--- src/hw/rtl/mcconv_pkg.sv ---
`timescale 1ns / 1ps
// ----------------------------------------------------------------------------
// mcconv_pkg
// Shared constants, payload types and opcodes for the depthwise causal conv.
// ----------------------------------------------------------------------------
package mcconv_pkg;

    localparam int CHANNELS     = 64;
    localparam int TAPS         = 4;
    localparam int SAMPLE_WIDTH = 16;

    localparam int DATA_W = 16;
    localparam int CHF_W  = 6;
    localparam int TAPF_W = 2;
    localparam int FRAC   = 8;

    localparam int VAL_W  = (SAMPLE_WIDTH < DATA_W) ? SAMPLE_WIDTH : DATA_W;
    localparam int CH_W   = (CHANNELS > 1) ? $clog2(CHANNELS) : 1;
    localparam int TAP_W  = (TAPS > 1) ? $clog2(TAPS) : 1;
    localparam int PROD_W = 2 * VAL_W;
    localparam int ACC_W  = PROD_W + $clog2(TAPS + 1) + 1;

    localparam logic [1:0] OP_LOAD_WEIGHT = 2'd0;
    localparam logic [1:0] OP_LOAD_BIAS   = 2'd1;
    localparam logic [1:0] OP_PUSH        = 2'd2;

    typedef logic signed [VAL_W-1:0]  val_t;
    typedef logic signed [PROD_W-1:0] prod_t;
    typedef logic signed [ACC_W-1:0]  acc_t;
    typedef logic [TAPS-1:0][VAL_W-1:0] win_t;

    typedef struct packed {
        logic [1:0]              op;
        logic [CHF_W-1:0]        channel;
        logic [TAPF_W-1:0]       tap;
        logic signed [DATA_W-1:0] data_word;
    } in_item_t;

    typedef struct packed {
        logic [CHF_W-1:0]         out_channel;
        logic signed [DATA_W-1:0] conv_result;
        logic                     saturated;
    } out_item_t;

    typedef struct packed {
        logic [CHF_W-1:0] ch;
        win_t             win;
        win_t             wt;
        val_t             bias;
    } tap_bundle_t;

endpackage

--- src/hw/rtl/mcconv_mac.sv ---
`timescale 1ns / 1ps
// ----------------------------------------------------------------------------
// mcconv_mac
// Tap multiply, accumulate with bias, round to nearest and saturate.
// ----------------------------------------------------------------------------
module mcconv_mac (
    input  logic                    clk,
    input  logic                    rst_n,
    input  logic                    bnd_valid,
    output logic                    bnd_ready,
    input  mcconv_pkg::tap_bundle_t bnd,
    output logic                    result_valid,
    input  logic                    result_ready,
    output mcconv_pkg::out_item_t   result
);
    import mcconv_pkg::*;

    localparam acc_t RND_POS = acc_t'(1 << (FRAC - 1));
    localparam acc_t RND_NEG = acc_t'((1 << (FRAC - 1)) - 1);
    localparam acc_t VMAX    = acc_t'((1 << (VAL_W - 1)) - 1);
    localparam acc_t VMIN    = acc_t'(-(1 << (VAL_W - 1)));
    localparam logic signed [DATA_W-1:0] OUT_MAX = DATA_W'(VMAX);
    localparam logic signed [DATA_W-1:0] OUT_MIN = DATA_W'(VMIN);

    logic                 p_valid_reg;
    prod_t [TAPS-1:0]     p_prod_reg;
    val_t                 p_bias_reg;
    logic [CHF_W-1:0]     p_ch_reg;

    logic                 a_valid_reg;
    acc_t                 a_acc_reg;
    logic [CHF_W-1:0]     a_ch_reg;

    logic                 o_valid_reg;
    out_item_t            o_item_reg;

    logic                 p_en;
    logic                 a_en;
    logic                 o_en;
    prod_t [TAPS-1:0]     p_prod_next;
    acc_t                 a_acc_next;
    acc_t                 rnd;
    acc_t                 q;
    acc_t                 q_sat;
    logic                 sat;
    out_item_t            o_item_next;

    assign o_en      = !o_valid_reg || result_ready;
    assign a_en      = !a_valid_reg || o_en;
    assign p_en      = !p_valid_reg || a_en;
    assign bnd_ready = p_en;

    always_comb
    begin
        for (int k = 0; k < TAPS; k++)
        begin
            p_prod_next[k] = prod_t'(signed'(bnd.win[k])) * prod_t'(signed'(bnd.wt[k]));
        end
    end

    always_comb
    begin
        a_acc_next = acc_t'(p_bias_reg) <<< FRAC;
        for (int k = 0; k < TAPS; k++)
        begin
            a_acc_next = a_acc_next + acc_t'(signed'(p_prod_reg[k]));
        end
    end

    // ties round away from zero
    always_comb
    begin
        rnd = a_acc_reg + (a_acc_reg[ACC_W-1] ? RND_NEG : RND_POS);
        q   = rnd >>> FRAC;
        priority if (q > VMAX)
        begin
            q_sat = VMAX;
            sat   = 1'b1;
        end
        else if (q < VMIN)
        begin
            q_sat = VMIN;
            sat   = 1'b1;
        end
        else
        begin
            q_sat = q;
            sat   = 1'b0;
        end
        o_item_next.out_channel = a_ch_reg;
        o_item_next.conv_result = DATA_W'(signed'(q_sat[VAL_W-1:0]));
        o_item_next.saturated   = sat;
    end

    always_ff @(posedge clk or negedge rst_n)
    begin
        if (!rst_n)
        begin
            p_valid_reg <= 1'b0;
            a_valid_reg <= 1'b0;
            o_valid_reg <= 1'b0;
        end
        else
        begin
            if (p_en)
            begin
                p_valid_reg <= bnd_valid;
            end
            if (a_en)
            begin
                a_valid_reg <= p_valid_reg;
            end
            if (o_en)
            begin
                o_valid_reg <= a_valid_reg;
            end
        end
    end

    always_ff @(posedge clk)
    begin
        if (p_en && bnd_valid)
        begin
            p_prod_reg <= p_prod_next;
            p_bias_reg <= bnd.bias;
            p_ch_reg   <= bnd.ch;
        end
        if (a_en && p_valid_reg)
        begin
            a_acc_reg <= a_acc_next;
            a_ch_reg  <= p_ch_reg;
        end
        if (o_en && a_valid_reg)
        begin
            o_item_reg <= o_item_next;
        end
    end

    assign result_valid = o_valid_reg;
    assign result       = o_item_reg;

    a_sat_clamped: assert property (@(posedge clk) disable iff (!rst_n)
        o_valid_reg && o_item_reg.saturated |->
            (o_item_reg.conv_result == OUT_MAX) || (o_item_reg.conv_result == OUT_MIN))
        else $error("saturation flag without clamped value");

    a_out_from_acc: assert property (@(posedge clk) disable iff (!rst_n)
        $rose(o_valid_reg) |-> $past(a_valid_reg))
        else $error("result appeared without accumulator stage");

    a_acc_holds: assert property (@(posedge clk) disable iff (!rst_n)
        a_valid_reg && !o_en |=> a_valid_reg && $stable(a_acc_reg))
        else $error("accumulator lost under stall");

endmodule

--- config.mk ---
export PLATFORM = sky130hd
export DESIGN_NAME = mcconv_mac
export DESIGN_NICKNAME = d
export VERILOG_FILES = /design/src/hw/rtl/mcconv_pkg.sv /design/src/hw/rtl/mcconv_mac.sv
export SDC_FILE = /design/constraint.sdc
export NUM_CORES = 2
export LEC_CHECK = 0
export ABC_CLOCK_PERIOD_IN_PS = 7900
export BUFFER_PORTS_ARGS = -buffer_cell sky130_fd_sc_hd__buf_2
export CAP_MARGIN = 20
export CELL_PAD_IN_SITES_DETAIL_PLACEMENT = 1
export CELL_PAD_IN_SITES_GLOBAL_PLACEMENT = 2
export CORE_ASPECT_RATIO = 0.6
export CORE_MARGIN = 2
export CORE_UTILIZATION = 25
export CTS_CLUSTER_SIZE = 20
export DETAILED_ROUTE_END_ITERATION = 8
export PLACE_DENSITY = 0.52
export SLEW_MARGIN = 0
export SYNTH_ARGS = -nofsm -noshare
export SYNTH_HDL_FRONTEND = slang
export SYNTH_SLANG_ARGS = --single-unit
export TNS_END_PERCENT = 5
--- constraint.sdc ---
create_clock -name clk -period 7.9 [get_ports clk]
set_input_delay 1.58 -clock clk [delete_from_list [all_inputs] [get_ports clk]]
set_output_delay 1.58 -clock clk [all_outputs]
set_load 0.005 [all_outputs]
==> metrics.cfg <==
[yosys]
synthCells = 4928
ys_seq_area_share_pct = 13.1
synthesis.nets = 6597
yosysWarnings = 0
netlist_area_um2 = 49800
synthTopCellsByArea = fa_1 46%, edfxtp_1 13%, ha_1 9.4%
yosys_most_used_dff = edfxtp_1
async_flop_share_pct = 1.38
yosys.area.top_type = fa_1
synth_seq_cells = 218
synth_edf_count = 215
avgSynthCellArea_um2 = 10.1
synthTopCellsByCount = 1,157 x inv_1, 1,139 x fa_1, 518 x nand2_1, 505 x and2_1, 376 x ha_1
synth_cell_type_count = 67
synth_top_area_share_pct = 45.8
synth_most_common_cell = inv_1

[finish]
num-nets-final = 6911
drive_above_1_share_pct = 9.20
multi_input_area_um2 = 38500
largest_reg_flops = 128
area_growth_pct = 13.3
fillers = 22451
register_area_um2 = 6530

[global_routing]
grt_max_degree = 95
track_usage_pct = 16.1
grt_pass1_vias = 38047
antenna_found_initial = 15
grt_pass1_wl_um = 247000
gr-total-overflow = 0

[sta]
post-route-min-period_ns = 7.64
fin_ws_ns = 0.263
clock.fmax_ghz = 0.131
maxSlewViolCount = 0
slew_headroom_pct = 38.8
hold_violations = 0
max_slew.worst_pin.slew_ns = 0.918
skew_ns = 0.0114
fin_crit_sh_pct = 96.7
rsz0062_at_grt = no
setup_viol = 0

[routing]
vias = 33638
antenna_left = 0
wl_per_cell_um = 20.2
detail_route.iter0.violations = 1423
drcViolationCount = 0
drt-pass1-iter-count = 5
routed_wl_um = 159000
viasPerCell = 4.26

[floorplanning]
fp.dieW_um = 580
core_region_area_um2 = 197000
die_h_um = 350
rows = 126
die_area_um2 = 203000
start_util_pct = 25.3
pin_count = 179

[worst_setup_path]
cp.required_ns = 8.27
cp-start-kind = input pin
worstSetupPathType = in2reg
worstSetupEndpointType = flip-flop
cp_max_fo = 16
cp.arrival_ns = 8.00

[cts]
clock-sinks = 218
numCtsBuffers = 25
clock_latency_ns = 0.60
cts.hold.buffers_added = 0
cts_root_buf = clkbuf_16
h-tree-depth = 1
clockBufferDepth = 3
cts_tree = yes
clk_pin_slew_ns = 0.06

[placed_design]
portBuffers = 178
place_hpwl_um = 140000
finalWeightedCongestion = 0.827
dp_slack_ns = -0.568

[job]
maxCapViolations = 0

[run_status]
status = complete, no violations

[min_path]
hold_class = reg2reg

what timing repair did:
item | in CTS | in global routing
setup endpoints to repair | 0 | 2
setup buffers | 0 | 0
resized for setup | 0 | 3
through the flow:
stage | cells | hold slack [ns] | cell area [um2] | util (%) | TNS (ns)
finish | 7889 | 0.420 | 56400 | 28.6 | 0
global route | 7885 | 0.428 | 56400 | 28.6 | 0
CTS | 7884 | 0.421 | 56400 | 28.6 | 0
detailed placement | 7839 | 0.407 | 55500 | 28.1 | -2.16
global placement | 7839 | 0.400 | 55500 | 28.1 | -1.99
floorplan | 4928 | 0.400 | 49800 | - | 0
logic make-up after synthesis:
group	Yosys count	synth area share [%]
adder cells (fa/ha/maj)	1515	55.2
AND/OR/NAND/NOR	1334	13.4
buffers and inverters	1288	9.71
AO/OA/AOI/OAI	384	5.19
flip-flops	218	13.1
XOR/XNOR	188	3.31
multiplexers	1	0.0201
per-layer routing:
layer,wire [um],global-route usage [%],up-vias,share of wire (%)
met2,62500,22.6,412,39
li1,-,-,15449,-
met5,7,0,-,0.0044
met4,1370,1.33,2,0.86
met1,90000,26.7,17705,56
met3,5380,1.79,70,3.4
worst max-delay path: stages:
cell	delay (ns)
buf_2	0.44
and2_1	0.23
fa_1	0.45
fa_1	0.56
ha_1	0.14
inv_1	0.05
fa_1	0.48
inv_1	0.06
fa_1	0.53
inv_1	0.05
fa_1	0.48
inv_1	0.05
ha_1	0.21
or3_1	0.47
nor2_1	0.11
o21ai_0	0.22
or3b_2	0.34
a31oi_1	0.16
and4_1	0.29
a2111oi_2	0.56
a22oi_1	0.19
xor2_1	0.34
area by class of cell:
| cell class | instances | share of cell area (%) |
|---|---|---|
| multi-input combinational | 3422 | 68.2 |
| sequential | 218 | 11.6 |
| inverter | 1157 | 7.70 |
| tap | 2624 | 5.82 |
| timing repair buffer | 418 | 5.08 |
| clock buffer | 26 | 1.12 |
| clock inverter | 19 | 0.541 |
| antenna | 5 | 0.0222 |
worst paths after layout:
kind / end / from / depth (start not counted) / slack (ns)
min in group asynchronous: result_valid$_DFFE_PN0P_ / rst_n / 1 / 0.77
max: p_prod_reg[30]$_DFFE_PP_ / bnd[86] / 22 / 0.26
max reg2reg: a_acc_reg[34]$_DFFE_PP_ / p_prod_reg[34]$_DFFE_PP_ / 14 / 2.70
max in group asynchronous: a_valid_reg$_DFFE_PN0P_ / rst_n / 1 / 7.03
min: a_ch_reg[5]$_DFFE_PP_ / p_ch_reg[5]$_DFFE_PP_ / 0 / 0.42
min reg2reg: a_ch_reg[5]$_DFFE_PP_ / p_ch_reg[5]$_DFFE_PP_ / 0 / 0.42
placed cells by master (no fill, tap or decap), types with 7 or more instances in the layout:
master / Yosys / layout
a31oi_1: 17 / 17
nand2_1: 518 / 518
and3_1: 20 / 20
edfxtp_1: 215 / 215
bufinv_16: 0 / 7
nor2b_1: 14 / 14
nor2_1: 132 / 132
o21bai_1: 37 / 37
o31ai_1: 11 / 10
or3_1: 13 / 13
nor3_1: 33 / 32
buf_4: 0 / 226
buf_2: 0 / 178
xor2_1: 52 / 52
buf_12: 0 / 14
o211ai_1: 9 / 9
o21ai_0: 57 / 57
nand4_1: 13 / 13
inv_1: 1157 / 1157
fa_1: 1139 / 1139
o21a_1: 22 / 22
nand2b_1: 29 / 29
a21boi_0: 8 / 8
a211oi_1: 10 / 10
a21oi_1: 100 / 100
and2_1: 505 / 503
xnor2_1: 136 / 135
a21o_1: 67 / 67
clkbuf_16: 0 / 25
a211o_1: 8 / 8
ha_1: 376 / 376
nand3_1: 27 / 27
Power is left out: the tool's default activity adds up to more than one toggle a clock period on the data nets, which glitch-free logic cannot reach.
